==> src/rtl/core/spsa_pkg.sv <==
// ----------------------------------------------------------------------------
// SVG path segment assembler package
// Shared types, codes and sizes for the assembler's front, queue and back.
// ----------------------------------------------------------------------------
`default_nettype none

package spsa_pkg;

	// Points held in the polyline buffer before it is flushed.
	localparam int LINE_POINTS = 16;
	localparam int LINE_IDX_W  = $clog2(LINE_POINTS);
	localparam int LINE_CNT_W  = $clog2(LINE_POINTS + 1);

	// The emit index walks either the polyline buffer or four curve points.
	localparam int EMIT_IDX_W  = (LINE_IDX_W > 2) ? LINE_IDX_W : 2;
	localparam logic [EMIT_IDX_W-1:0] CURVE_LAST_IDX = EMIT_IDX_W'(3);

	// Depth of the queue between the front and the back.
	localparam int QUEUE_DEPTH = 2;
	localparam int QUEUE_PTR_W = $clog2(QUEUE_DEPTH);
	localparam int QUEUE_CNT_W = $clog2(QUEUE_DEPTH + 1);

	// Input actions.
	localparam logic [1:0] ACT_COORD = 2'd0;
	localparam logic [1:0] ACT_CMD   = 2'd1;
	localparam logic [1:0] ACT_BEGIN = 2'd2;

	// Command codes.
	localparam logic [2:0] CMD_MOVE_REL  = 3'd0;
	localparam logic [2:0] CMD_MOVE_ABS  = 3'd1;
	localparam logic [2:0] CMD_CURVE_REL = 3'd2;
	localparam logic [2:0] CMD_CURVE_ABS = 3'd3;
	localparam logic [2:0] CMD_CLOSE     = 3'd4;

	// Result kinds.
	localparam logic [1:0] KIND_LINE  = 2'd0;
	localparam logic [1:0] KIND_CURVE = 2'd1;
	localparam logic [1:0] KIND_END   = 2'd2;
	localparam logic [1:0] KIND_ERROR = 2'd3;

	// Configuration register indexes.
	localparam logic CFG_START_X = 1'b0;
	localparam logic CFG_START_Y = 1'b1;

	typedef struct packed {
		logic [1:0]         action;
		logic [2:0]         command_code;
		logic signed [31:0] coord_x;
		logic signed [31:0] coord_y;
	} in_item_t;

	typedef struct packed {
		logic [1:0]         kind;
		logic signed [31:0] point_x;
		logic signed [31:0] point_y;
		logic               last;
	} out_item_t;

	typedef struct packed {
		logic signed [31:0] x;
		logic signed [31:0] y;
	} point_t;

	// Operation classes produced by the front.
	typedef enum logic [3:0] {
		OP_POINT,
		OP_MOVE_REL,
		OP_MOVE_ABS,
		OP_CURVE_REL,
		OP_CURVE_ABS,
		OP_CLOSE,
		OP_ERROR,
		OP_BEGIN,
		OP_NOP
	} op_t;

	typedef struct packed {
		op_t    op;
		point_t pt;
	} queue_entry_t;

	typedef enum logic [2:0] {
		BK_IDLE,
		BK_LINE_RD,
		BK_LINE_WR,
		BK_CURVE,
		BK_END
	} back_state_t;

	// Signed 32-bit add that clamps to the nearest bound on overflow.
	function automatic logic signed [31:0] sat_add(input logic signed [31:0] a,
		input logic signed [31:0] b);
		logic signed [32:0] s;
		s = {a[31], a} + {b[31], b};
		if (s[32] != s[31]) begin
			sat_add = s[32] ? 32'sh8000_0000 : 32'sh7FFF_FFFF;
		end else begin
			sat_add = s[31:0];
		end
	endfunction

endpackage

`default_nettype wire

==> src/rtl/core/spsa_front.sv <==
// ----------------------------------------------------------------------------
// SVG path assembler front
// Accepts input items and classifies each into one operation for the back.
// ----------------------------------------------------------------------------
`default_nettype none

module spsa_front import spsa_pkg::*; (
	input  wire logic         in_valid,
	output logic              in_ready,
	input  wire in_item_t     in_item,
	output logic              push_valid,
	output queue_entry_t      push_entry,
	input  wire logic         queue_full
);

	assign in_ready   = !queue_full;
	assign push_valid = in_valid && !queue_full;

	always_comb begin
		push_entry.pt.x = in_item.coord_x;
		push_entry.pt.y = in_item.coord_y;
		case (in_item.action)
			ACT_COORD: push_entry.op = OP_POINT;
			ACT_BEGIN: push_entry.op = OP_BEGIN;
			ACT_CMD: begin
				case (in_item.command_code)
					CMD_MOVE_REL:  push_entry.op = OP_MOVE_REL;
					CMD_MOVE_ABS:  push_entry.op = OP_MOVE_ABS;
					CMD_CURVE_REL: push_entry.op = OP_CURVE_REL;
					CMD_CURVE_ABS: push_entry.op = OP_CURVE_ABS;
					CMD_CLOSE:     push_entry.op = OP_CLOSE;
					default:       push_entry.op = OP_ERROR;
				endcase
			end
			default: push_entry.op = OP_NOP;
		endcase
	end

endmodule

`default_nettype wire

==> src/rtl/core/spsa_queue.sv <==
// ----------------------------------------------------------------------------
// SVG path assembler queue
// Short first-in first-out buffer of classified operations.
// ----------------------------------------------------------------------------
`default_nettype none

module spsa_queue import spsa_pkg::*; (
	input  wire logic          clk,
	input  wire logic          arst_n,
	input  wire logic          push_valid,
	input  wire queue_entry_t  push_entry,
	output logic               full,
	output logic               pop_valid,
	input  wire logic          pop_ready,
	output queue_entry_t       pop_entry
);

	queue_entry_t             slot_q [QUEUE_DEPTH];
	logic [QUEUE_PTR_W-1:0]   wr_ptr_q;
	logic [QUEUE_PTR_W-1:0]   rd_ptr_q;
	logic [QUEUE_CNT_W-1:0]   count_q;
	logic                     do_push;
	logic                     do_pop;

	assign full      = (count_q == QUEUE_CNT_W'(QUEUE_DEPTH));
	assign pop_valid = (count_q != '0);
	assign pop_entry = slot_q[rd_ptr_q];
	assign do_push   = push_valid && !full;
	assign do_pop    = pop_valid && pop_ready;

	always_ff @(posedge clk or negedge arst_n) begin
		if (!arst_n) begin
			wr_ptr_q <= '0;
			rd_ptr_q <= '0;
			count_q  <= '0;
		end else begin
			if (do_push) begin
				wr_ptr_q <= (wr_ptr_q == QUEUE_PTR_W'(QUEUE_DEPTH - 1)) ? '0
					: wr_ptr_q + 1'b1;
			end
			if (do_pop) begin
				rd_ptr_q <= (rd_ptr_q == QUEUE_PTR_W'(QUEUE_DEPTH - 1)) ? '0
					: rd_ptr_q + 1'b1;
			end
			if (do_push && !do_pop) begin
				count_q <= count_q + 1'b1;
			end else if (do_pop && !do_push) begin
				count_q <= count_q - 1'b1;
			end
		end
	end

	always_ff @(posedge clk) begin
		if (do_push) begin
			slot_q[wr_ptr_q] <= push_entry;
		end
	end

endmodule

`default_nettype wire

==> src/rtl/core/spsa_back.sv <==
// ----------------------------------------------------------------------------
// SVG path assembler back
// Executes operations, keeps the path state and emits result items.
// ----------------------------------------------------------------------------
`default_nettype none

module spsa_back import spsa_pkg::*; (
	input  wire logic          clk,
	input  wire logic          arst_n,
	input  wire logic          pop_valid,
	output logic               pop_ready,
	input  wire queue_entry_t  pop_entry,
	input  wire logic          cfg_valid,
	input  wire logic          cfg_index,
	input  wire logic [31:0]   cfg_data,
	output logic               out_valid,
	input  wire logic          out_ready,
	output out_item_t          out_item
);

	back_state_t             state_q, state_d;
	logic                    rel_q;
	logic [1:0]              phase_q;
	point_t                  cur_q;
	point_t                  start_q;
	logic [LINE_CNT_W-1:0]   count_q;
	logic [LINE_CNT_W-1:0]   flen_q;
	logic [EMIT_IDX_W-1:0]   idx_q;
	logic                    tail_end_q;
	logic                    out_valid_q;
	out_item_t               out_q;

	point_t                  curve_q [3];
	point_t                  line_mem [LINE_POINTS];
	point_t                  rdata_q;
	point_t                  pend_q;

	logic                    slot_free;
	logic                    fire;
	logic                    line_last;
	logic                    out_load;
	out_item_t               out_d;
	point_t                  pt_abs;
	point_t                  curve_pt;

	assign slot_free = !out_valid_q || out_ready;
	assign fire      = pop_valid && pop_ready;
	assign line_last = (LINE_CNT_W'(idx_q[LINE_IDX_W-1:0]) + 1'b1) == flen_q;
	assign out_valid = out_valid_q;
	assign out_item  = out_q;

	// Relative points are offset by the current point.
	always_comb begin
		if (rel_q) begin
			pt_abs.x = sat_add(pop_entry.pt.x, cur_q.x);
			pt_abs.y = sat_add(pop_entry.pt.y, cur_q.y);
		end else begin
			pt_abs = pop_entry.pt;
		end
	end

	assign curve_pt = (idx_q == CURVE_LAST_IDX) ? pend_q : curve_q[idx_q[1:0]];

	always_comb begin
		state_d   = state_q;
		pop_ready = 1'b0;
		out_load  = 1'b0;
		out_d     = '0;
		case (state_q)
			BK_IDLE: begin
				if (slot_free) begin
					pop_ready = 1'b1;
					if (pop_valid) begin
						case (pop_entry.op)
							OP_POINT: begin
								if (phase_q == 2'd0
									&& count_q == LINE_CNT_W'(LINE_POINTS - 1)) begin
									state_d = BK_LINE_RD;
								end else if (phase_q == 2'd3) begin
									state_d = BK_CURVE;
								end
							end
							OP_CURVE_REL, OP_CURVE_ABS: begin
								if (count_q != '0) begin
									state_d = BK_LINE_RD;
								end
							end
							OP_CLOSE: begin
								state_d = (count_q != '0) ? BK_LINE_RD : BK_END;
							end
							OP_ERROR: begin
								out_load      = 1'b1;
								out_d.kind    = KIND_ERROR;
								out_d.last    = 1'b1;
							end
							default: ;
						endcase
					end
				end
			end
			BK_LINE_RD: state_d = BK_LINE_WR;
			BK_LINE_WR: begin
				if (slot_free) begin
					out_load      = 1'b1;
					out_d.kind    = KIND_LINE;
					out_d.point_x = rdata_q.x;
					out_d.point_y = rdata_q.y;
					out_d.last    = line_last && !tail_end_q;
					if (line_last) begin
						state_d = tail_end_q ? BK_END : BK_IDLE;
					end else begin
						state_d = BK_LINE_RD;
					end
				end
			end
			BK_CURVE: begin
				if (slot_free) begin
					out_load      = 1'b1;
					out_d.kind    = KIND_CURVE;
					out_d.point_x = curve_pt.x;
					out_d.point_y = curve_pt.y;
					out_d.last    = (idx_q == CURVE_LAST_IDX);
					if (idx_q == CURVE_LAST_IDX) begin
						state_d = BK_IDLE;
					end
				end
			end
			BK_END: begin
				if (slot_free) begin
					out_load      = 1'b1;
					out_d.kind    = KIND_END;
					out_d.point_x = cur_q.x;
					out_d.point_y = cur_q.y;
					out_d.last    = 1'b1;
					state_d       = BK_IDLE;
				end
			end
			default: state_d = BK_IDLE;
		endcase
	end

	always_ff @(posedge clk or negedge arst_n) begin
		if (!arst_n) begin
			state_q <= BK_IDLE;
		end else begin
			state_q <= state_d;
		end
	end

	always_ff @(posedge clk or negedge arst_n) begin
		if (!arst_n) begin
			rel_q       <= 1'b0;
			phase_q     <= 2'd0;
			cur_q       <= '0;
			start_q     <= '0;
			count_q     <= '0;
			flen_q      <= '0;
			idx_q       <= '0;
			tail_end_q  <= 1'b0;
			out_valid_q <= 1'b0;
		end else begin
			if (cfg_valid) begin
				if (cfg_index == CFG_START_X) begin
					start_q.x <= cfg_data;
				end else begin
					start_q.y <= cfg_data;
				end
			end
			if (out_load) begin
				out_valid_q <= 1'b1;
			end else if (out_ready) begin
				out_valid_q <= 1'b0;
			end
			if (fire) begin
				case (pop_entry.op)
					OP_POINT: begin
						if (phase_q == 2'd0) begin
							cur_q <= pt_abs;
							if (count_q == LINE_CNT_W'(LINE_POINTS - 1)) begin
								count_q    <= '0;
								flen_q     <= LINE_CNT_W'(LINE_POINTS);
								idx_q      <= '0;
								tail_end_q <= 1'b0;
							end else begin
								count_q <= count_q + 1'b1;
							end
						end else if (phase_q == 2'd3) begin
							phase_q <= 2'd1;
							idx_q   <= '0;
						end else begin
							phase_q <= phase_q + 1'b1;
						end
					end
					OP_MOVE_REL: begin
						rel_q   <= 1'b1;
						phase_q <= 2'd0;
					end
					OP_MOVE_ABS: begin
						rel_q   <= 1'b0;
						phase_q <= 2'd0;
					end
					OP_CURVE_REL, OP_CURVE_ABS: begin
						rel_q      <= (pop_entry.op == OP_CURVE_REL);
						phase_q    <= 2'd1;
						flen_q     <= count_q;
						count_q    <= '0;
						idx_q      <= '0;
						tail_end_q <= 1'b0;
					end
					OP_CLOSE: begin
						rel_q      <= 1'b0;
						phase_q    <= 2'd0;
						flen_q     <= count_q;
						count_q    <= '0;
						idx_q      <= '0;
						tail_end_q <= 1'b1;
					end
					OP_BEGIN: begin
						cur_q   <= start_q;
						rel_q   <= 1'b0;
						phase_q <= 2'd0;
						count_q <= '0;
					end
					default: ;
				endcase
			end
			if (state_q == BK_LINE_WR && slot_free && !line_last) begin
				idx_q <= idx_q + 1'b1;
			end
			if (state_q == BK_CURVE && slot_free) begin
				idx_q <= idx_q + 1'b1;
				if (idx_q == CURVE_LAST_IDX) begin
					cur_q <= pend_q;
				end
			end
		end
	end

	// Point storage: curve points, polyline buffer and the output payload.
	always_ff @(posedge clk) begin
		if (fire && pop_entry.op == OP_POINT) begin
			if (phase_q == 2'd0) begin
				line_mem[count_q[LINE_IDX_W-1:0]] <= pt_abs;
			end else if (phase_q == 2'd3) begin
				pend_q <= pt_abs;
			end else begin
				curve_q[phase_q] <= pt_abs;
			end
		end
		if (fire && (pop_entry.op == OP_CURVE_REL || pop_entry.op == OP_CURVE_ABS)) begin
			curve_q[0] <= cur_q;
		end
		if (state_q == BK_CURVE && slot_free && idx_q == CURVE_LAST_IDX) begin
			curve_q[0] <= pend_q;
		end
		rdata_q <= line_mem[idx_q[LINE_IDX_W-1:0]];
		if (out_load) begin
			out_q <= out_d;
		end
	end

endmodule

`default_nettype wire

==> src/rtl/core/svg_path_segment_assembler_unit.sv <==
// ----------------------------------------------------------------------------
// SVG path segment assembler
// Turns tokenized SVG path items into polyline, curve, path end and error
// results with absolute Q16.16 coordinates.
// ----------------------------------------------------------------------------
// Usage. Input items arrive on in_valid/in_ready with the in_item payload;
// result items leave on out_valid/out_ready with out_item, and out_item.last
// marks the final result caused by one input item. Registers start_x and
// start_y are written through cfg_valid/cfg_ready (always ready) with
// cfg_index and cfg_data, by the user only while the block is idle; the block
// itself does not enforce this. The front classifies an item in the cycle it
// is accepted and places it in a two-entry queue. The back, the rate limit,
// takes one operation per cycle from the queue while in BK_IDLE with a free
// output register, and takes no new one until a flush, cubic or path end is
// emitted. An error result passes through the queue and the output register;
// a path end or a cubic's first point also through BK_END or BK_CURVE, and a
// polyline flush reads the buffer one entry at a time through BK_LINE_RD and
// BK_LINE_WR per point; a cubic streams its four points from BK_CURVE.
// Reset clears the path state, the buffer count, the queue and start_x/y to
// zero. When the receiver stalls, the result waits in the output register,
// the back halts and the queue fills, after which in_ready drops.
// ----------------------------------------------------------------------------
`default_nettype none

module svg_path_segment_assembler_unit import spsa_pkg::*; (
	input  wire logic        clk,
	input  wire logic        arst_n,
	input  wire logic        in_valid,
	output logic             in_ready,
	input  wire in_item_t    in_item,
	output logic             out_valid,
	input  wire logic        out_ready,
	output out_item_t        out_item,
	input  wire logic        cfg_valid,
	output logic             cfg_ready,
	input  wire logic        cfg_index,
	input  wire logic [31:0] cfg_data
);

	logic          push_valid;
	queue_entry_t  push_entry;
	logic          queue_full;
	logic          pop_valid;
	logic          pop_ready;
	queue_entry_t  pop_entry;

	// Register writes are always taken at once.
	assign cfg_ready = 1'b1;

	// The front decodes the action and command into one operation class.
	spsa_front u_front (
		.in_valid   (in_valid),
		.in_ready   (in_ready),
		.in_item    (in_item),
		.push_valid (push_valid),
		.push_entry (push_entry),
		.queue_full (queue_full)
	);

	// The queue lets the front keep accepting while the back emits results.
	spsa_queue u_queue (
		.clk        (clk),
		.arst_n     (arst_n),
		.push_valid (push_valid),
		.push_entry (push_entry),
		.full       (queue_full),
		.pop_valid  (pop_valid),
		.pop_ready  (pop_ready),
		.pop_entry  (pop_entry)
	);

	// The back holds the path state and sequences all result items.
	spsa_back u_back (
		.clk       (clk),
		.arst_n    (arst_n),
		.pop_valid (pop_valid),
		.pop_ready (pop_ready),
		.pop_entry (pop_entry),
		.cfg_valid (cfg_valid),
		.cfg_index (cfg_index),
		.cfg_data  (cfg_data),
		.out_valid (out_valid),
		.out_ready (out_ready),
		.out_item  (out_item)
	);

endmodule

`default_nettype wire

==> config.mk <==
export PLATFORM = sky130hd
export DESIGN_NAME = svg_path_segment_assembler_unit
export DESIGN_NICKNAME = d
export VERILOG_FILES = /design/src/rtl/core/spsa_pkg.sv /design/src/rtl/core/spsa_front.sv /design/src/rtl/core/spsa_queue.sv /design/src/rtl/core/spsa_back.sv /design/src/rtl/core/svg_path_segment_assembler_unit.sv
export SDC_FILE = /design/constraint.sdc
export NUM_CORES = 2
export LEC_CHECK = 0
export BUFFER_PORTS_ARGS = -buffer_cell sky130_fd_sc_hd__buf_2
export CAP_MARGIN = 15
export CORE_ASPECT_RATIO = 0.7
export CORE_MARGIN = 1
export CORE_UTILIZATION = 60
export DETAILED_ROUTE_END_ITERATION = 10
export MAX_ROUTING_LAYER = met4
export PLACE_DENSITY = 0.73
export SYNTH_ARGS = -nofsm -noshare
export SYNTH_HDL_FRONTEND = slang
export SYNTH_HIERARCHICAL = 1
export SYNTH_SLANG_ARGS = --single-unit
==> constraint.sdc <==
create_clock -name clk -period 8.53 [get_ports clk]
set_input_delay 0.4265 -clock clk [delete_from_list [all_inputs] [get_ports clk]]
set_output_delay 0.4265 -clock clk [all_outputs]
set_load 0.01 [all_outputs]
* Word-level counts from Yosys, hierarchy flattened
Memories as Yosys holds them, arrays and structs flattened. A register that Yosys moved wholly into a read port is not among the register bits. Index checks and enable logic that the tools add are counted.
Storage, ports and cells: flip-flop bits (word level) 285, bits in latches 0, bits in writable memories 1352, bits in read-only memories 0, word-level logic and storage cells 214, memories 3
Memory list:
- u_back.line_mem | words 16, width 64, read ports 1, clocked after memory_dff 1, wr ports 1, line spsa_back.sv:34 | point_t line_mem [LINE_POINTS];
- u_back.curve_q | words 3, width 64, read ports 1, clocked after memory_dff 0, wr ports 1, line spsa_back.sv:33 | point_t curve_q [3];
- u_queue.slot_q | words 2, width 68, read ports 1, clocked after memory_dff 0, wr ports 1, line spsa_queue.sv:18 | queue_entry_t slot_q [QUEUE_DEPTH];
Operators by class: add/sub/neg operators 10, multipliers 0, divide/modulo/power cells 0, order comparisons 0, equality and inequality tests 38, shift operators 0, multiplexer cells 85, bitwise logic cells 3, reduce and logical (&&, ||, !) cells 54
Operators by type and width (number):
- $mux 64 | 8
- $pmux 64 s3 | 1
- $mux 32 | 4
- $pmux 64 s2 | 1
- $mux 67 | 1
- $add 32x32->33 | 2
- $mux 66 | 1
- $mux 65 | 1
- $reduce_or 64->1 | 1
- $mux 3 | 12
- $pmux 3 s5 | 2
- $mux 1 | 25
- $mux 4 | 6
- $mux 5 | 4
- $pmux 5 s2 | 2
- $eq 4x3->1 const B | 4
- $mux 2 | 8
- $logic_and 1x1->1 | 13
- $eq 3x2->1 const B | 4
- $eq 4x2->1 const B | 3
- $ne 2x1->1 const B | 6
- $pmux 4 s3 | 1
- $reduce_and 4->1 | 3
- $reduce_bool 3->1 | 4
- 43 further kinds | 73

* Logic depth before layout (Yosys ltp)
word-level depth 11, depth in mapped cells 22

* Modules after synthesis
Netlist, hierarchy kept.
By module, submodules not included:
- spsa_back | instances 1, cells an instance 4393, area an instance 65818.1 um2, sequential area each 45483.6 um2
- spsa_queue | instances 1, cells an instance 231, area an instance 5147.4 um2, sequential area each 4184.0 um2
- spsa_front | instances 1, cells an instance 76, area an instance 571.8 um2, sequential area each 0.0 um2
- svg_path_segment_assembler_unit | instances 1, cells an instance 2, area an instance 11.3 um2, sequential area each 0.0 um2

* Worst setup path before layout
Ideal clock, no wire load.
path type reg2reg, from register u_queue.rd_ptr_q, to memory u_back/line_mem[1][0] (netlist bit) (enable), setup time 565 ps, arrival time 6661 ps, data required time 7965 ps, setup slack 1304 ps, stages on the path, launching flop included 10, path buffers 3, clock period less this slack 7226 ps, cells stage by stage dfrtp_1 buf_6 buf_2 mux2_2 clkbuf_1 nor4_2 nand2_1 nor2_1 nand2_1 nor3_1
RTL lines:
- start, declared | line spsa_queue.sv:20 | logic [QUEUE_PTR_W-1:0] rd_ptr_q;
- start signal, assigned | line spsa_queue.sv:42 | rd_ptr_q <= (rd_ptr_q == QUEUE_PTR_W'(QUEUE_DEPTH - 1)) ? '0
- end, declared | line spsa_back.sv:34

==> results.toml <==
[setup_path]
crit_end = "u_back/curve_q[2][26]"
r2r_setup_slack_ns = 1.72
cp_cell_sequence = "buf_4, mux2_2, ha_1, a21o_1, a21oi_1, o211ai_1, a31oi_1, o21ai_1, a41oi_1, o21ai_0, xor2_1, ha_1, clkinv_1, buf_4, nor3_4, a311o_1, nor2_1, o21ai_0"
cp_top_family = "compound AO/OA/AOI/OAI gates"
critPathLaunchType = "register"
rr_startpoint = "u_queue/rd_ptr_q"
reg2reg_to = "u_back/curve_q[2][26]"
critPathRequiredTime_ns = 9.11
crit_slowest_cell = "buf_4"
rr_worst_depth = 18
crit_path_max_incr_delay_ns = 0.69
worstPathArrival_ns = 7.39
cp_max_fo = 51
worst-path-buf-inv = 3
crit_path_end_kind = "register"
cp_num_cells = 18
crit_path_start = "u_queue/rd_ptr_q"
worst-setup-path-type = "reg2reg"

[placement]
gp_congestion = 0.965
hpwlAfterDp_um = 116000
portBuffers = 175

[cells_and_area]
drive_gt1_share_pct = 18.4
fin_nets = 5072
area_growth_pct = 11.6
layout_common_cells = "edfxtp_1, a21oi_1, mux2i_1, o21ai_0"
layout_commonest_cell = "edfxtp_1"

[synth]
ys_seq_elements = 1701
ys_warn_count = 6
avgSynthCellArea_um2 = 15.2
ys_seq_area_share_pct = 69.4
syn_area_mm2 = 0.0715
synth_edf_count = 1483
async_reset_ff_share_pct = 9.05
synth_cell_type_count = 100
ys.flop_type = "edfxtp_1"
synthCells = 4702
synth_nets = 4886

[timing]
skew_ns = 0.0239
hold_viol_final = 0
period_needed_ns = 6.81
worst_pin_slew_ns = 1.25
period_share_pct = 79.8
fmax_ghz = 0.147
tns_ns = 0
slew_viol_final = 0
relSlewSlack_pct = 15.6
setup_viol = 0
rsz0062_at_grt = "no"

[die]
die_w_um = 415
initial_utilization_pct = 60.8
boundaryPins = 177
die_area_mm2 = 0.121
coreArea_mm2 = 0.118
die_h_um = 291
rows = 105

[global_route]
antenna_found_initial = 16
use_met2_pct = 49.7
grtUsageMet3_pct = 5.76
grt-ovfl-total = 0
busiest_layer = "met2"
track_usage_pct = 33.1
grt_max_degree = 138
grt_pass1_vias = 42400
met1_usage_pct = 45.6
grt_pass1_wl_um = 282000

[outcome]
run_status = "finished, final reports clean"

[route]
postRouteAntennaNets = 0
drtIter0Drc = 5820
drcViolationCount = 0
vias_per_cell = 6.63
postRouteWirelength_um = 194000
dr.pass1.iters = 6
via_count = 43600
wl_per_cell_um = 29.6

[job]
maxCapViolations = 0

[clock_network]
cts_tree = "built"
path_clk_slew_ns = 0.06
cts_htree_levels = 4
cts_made_buffers = 154
clock_sinks = 1701
cts_root_buf = "clkbuf_16"
clk_latency_ns = 0.79
ctsLongestPathBuffers = 3

[worst_hold_path]
hold_class = "in2reg"
-- how the worst min path moves through the flow --
stage,endpoint,from,cells past startpoint,slack [ns]
finish,u_back/start_q[36],cfg_data[4],2,0.06
global route,u_queue/slot_q[0][67],in_item[68],2,0.07
CTS,u_back/start_q[4],cfg_data[4],2,0.008
detailed placement,u_back/cur_q[52],arst_n,1,0.47
global placement,u_back/cur_q[52],arst_n,1,0.47
floorplan,u_back/count_q[0],arst_n,0,0.13
-- area by class of cell --
cell class              instances  area, um^2
clock buffers                 211        4360
multi-input cells            2606       20300
diodes                          6        15.0
inverters                      58         218
well taps                    1551        1940
flip-flops and latches       1701       49700
repair buffers                367        2600
fillers                      7941       37900
clock inverters                76         752
-- Yosys cell counts, drive strengths merged, types with 27 or more instances --
cell	count	area share, %
dfrtp	154	5.4
inv	56	0.29
mux2i	298	4.2
clkbuf	185	0.97
o21ai	310	2.2
ha	75	1.3
mux4	128	4.0
nand3	31	0.22
a221oi	69	0.88
dfxtp	64	1.8
xor2	29	0.35
nor3	27	0.21
buf	152	1.3
nand2	239	1.3
mux2	197	3.2
edfxtp	1483	62
nor2	253	1.3
nor2b	35	0.31
o221ai	32	0.39
a21oi	378	2.7
a21o	40	0.42
xnor2	33	0.40
a22oi	151	1.6
nand2b	33	0.30
-- state kept, by name (all words and copies together), names as in the netlist, 64 cells and up --
name             flops
u_back/line_mem   1024
u_back/curve_q     192
u_queue/slot_q     136
u_back/out_item     67
u_back/cur_q        64
u_back/pend_q       64
u_back/rdata_q      64
u_back/start_q      64
-- kinds of logic (layout without fill, tap and decap cells) --
| family | Yosys count | count (layout) | synth area share, % |
|---|---|---|---|
| compound gates | 1153 | 1153 | 10.2 |
| xor+xnor | 62 | 62 | 0.759 |
| fa+ha+maj | 77 | 77 | 1.37 |
| buf+inv | 395 | 712 | 2.55 |
| flops | 1701 | 1701 | 69.4 |
| mux | 623 | 623 | 11.4 |
| other cells | 1 | 7 | 0.00524 |
| simple gates | 690 | 690 | 4.31 |
-- worst reg2reg max path, cell delays in order (launching register included) --
cell and delay (ns):
dfrtp_2 0.65, buf_4 0.69, mux2_2 0.44, ha_1 0.36
a21o_1 0.20, a21oi_1 0.14, o211ai_1 0.10, a31oi_1 0.46
o21ai_1 0.19, a41oi_1 0.32, o21ai_0 0.16, xor2_1 0.19
ha_1 0.67, clkinv_1 0.24, buf_4 0.29, nor3_4 0.44
a311o_1 0.62, nor2_1 0.14, o21ai_0 0.31
-- stage by stage --
stage	hold slack, ns	utilization (%)	instances	area, um^2	setup slack, ns
after detailed placement	0.475	62.7	6194	73800	1.83
final	0.0578	67.8	6576	79900	1.72
after global routing	0.0666	67.8	6574	79800	1.24
after CTS	0.00849	67.8	6567	79800	1.79
after floorplan	0.131	-	4702	71500	1.30
after global placement	0.468	62.7	6194	73800	2.05
-- timing repair --
item,CTS,global route
endpoints found under the hold margin,227,0
hold buffers,86,0
gates resized for setup,0,0
setup buffers,0,0
-- per-layer routing --
layer / vias up / share of wire (%) / wire [um]
met3: 431 / 10 / 19400
li1: 18700 / - / -
met2: 2577 / 46 / 89700
met4: 0 / 4.1 / 7990
met5: - / 0 / 0
met1: 21900 / 40 / 77300
Power is not shown: default switching activity piles up to over one toggle a cycle in this logic, so the estimate is an artifact.
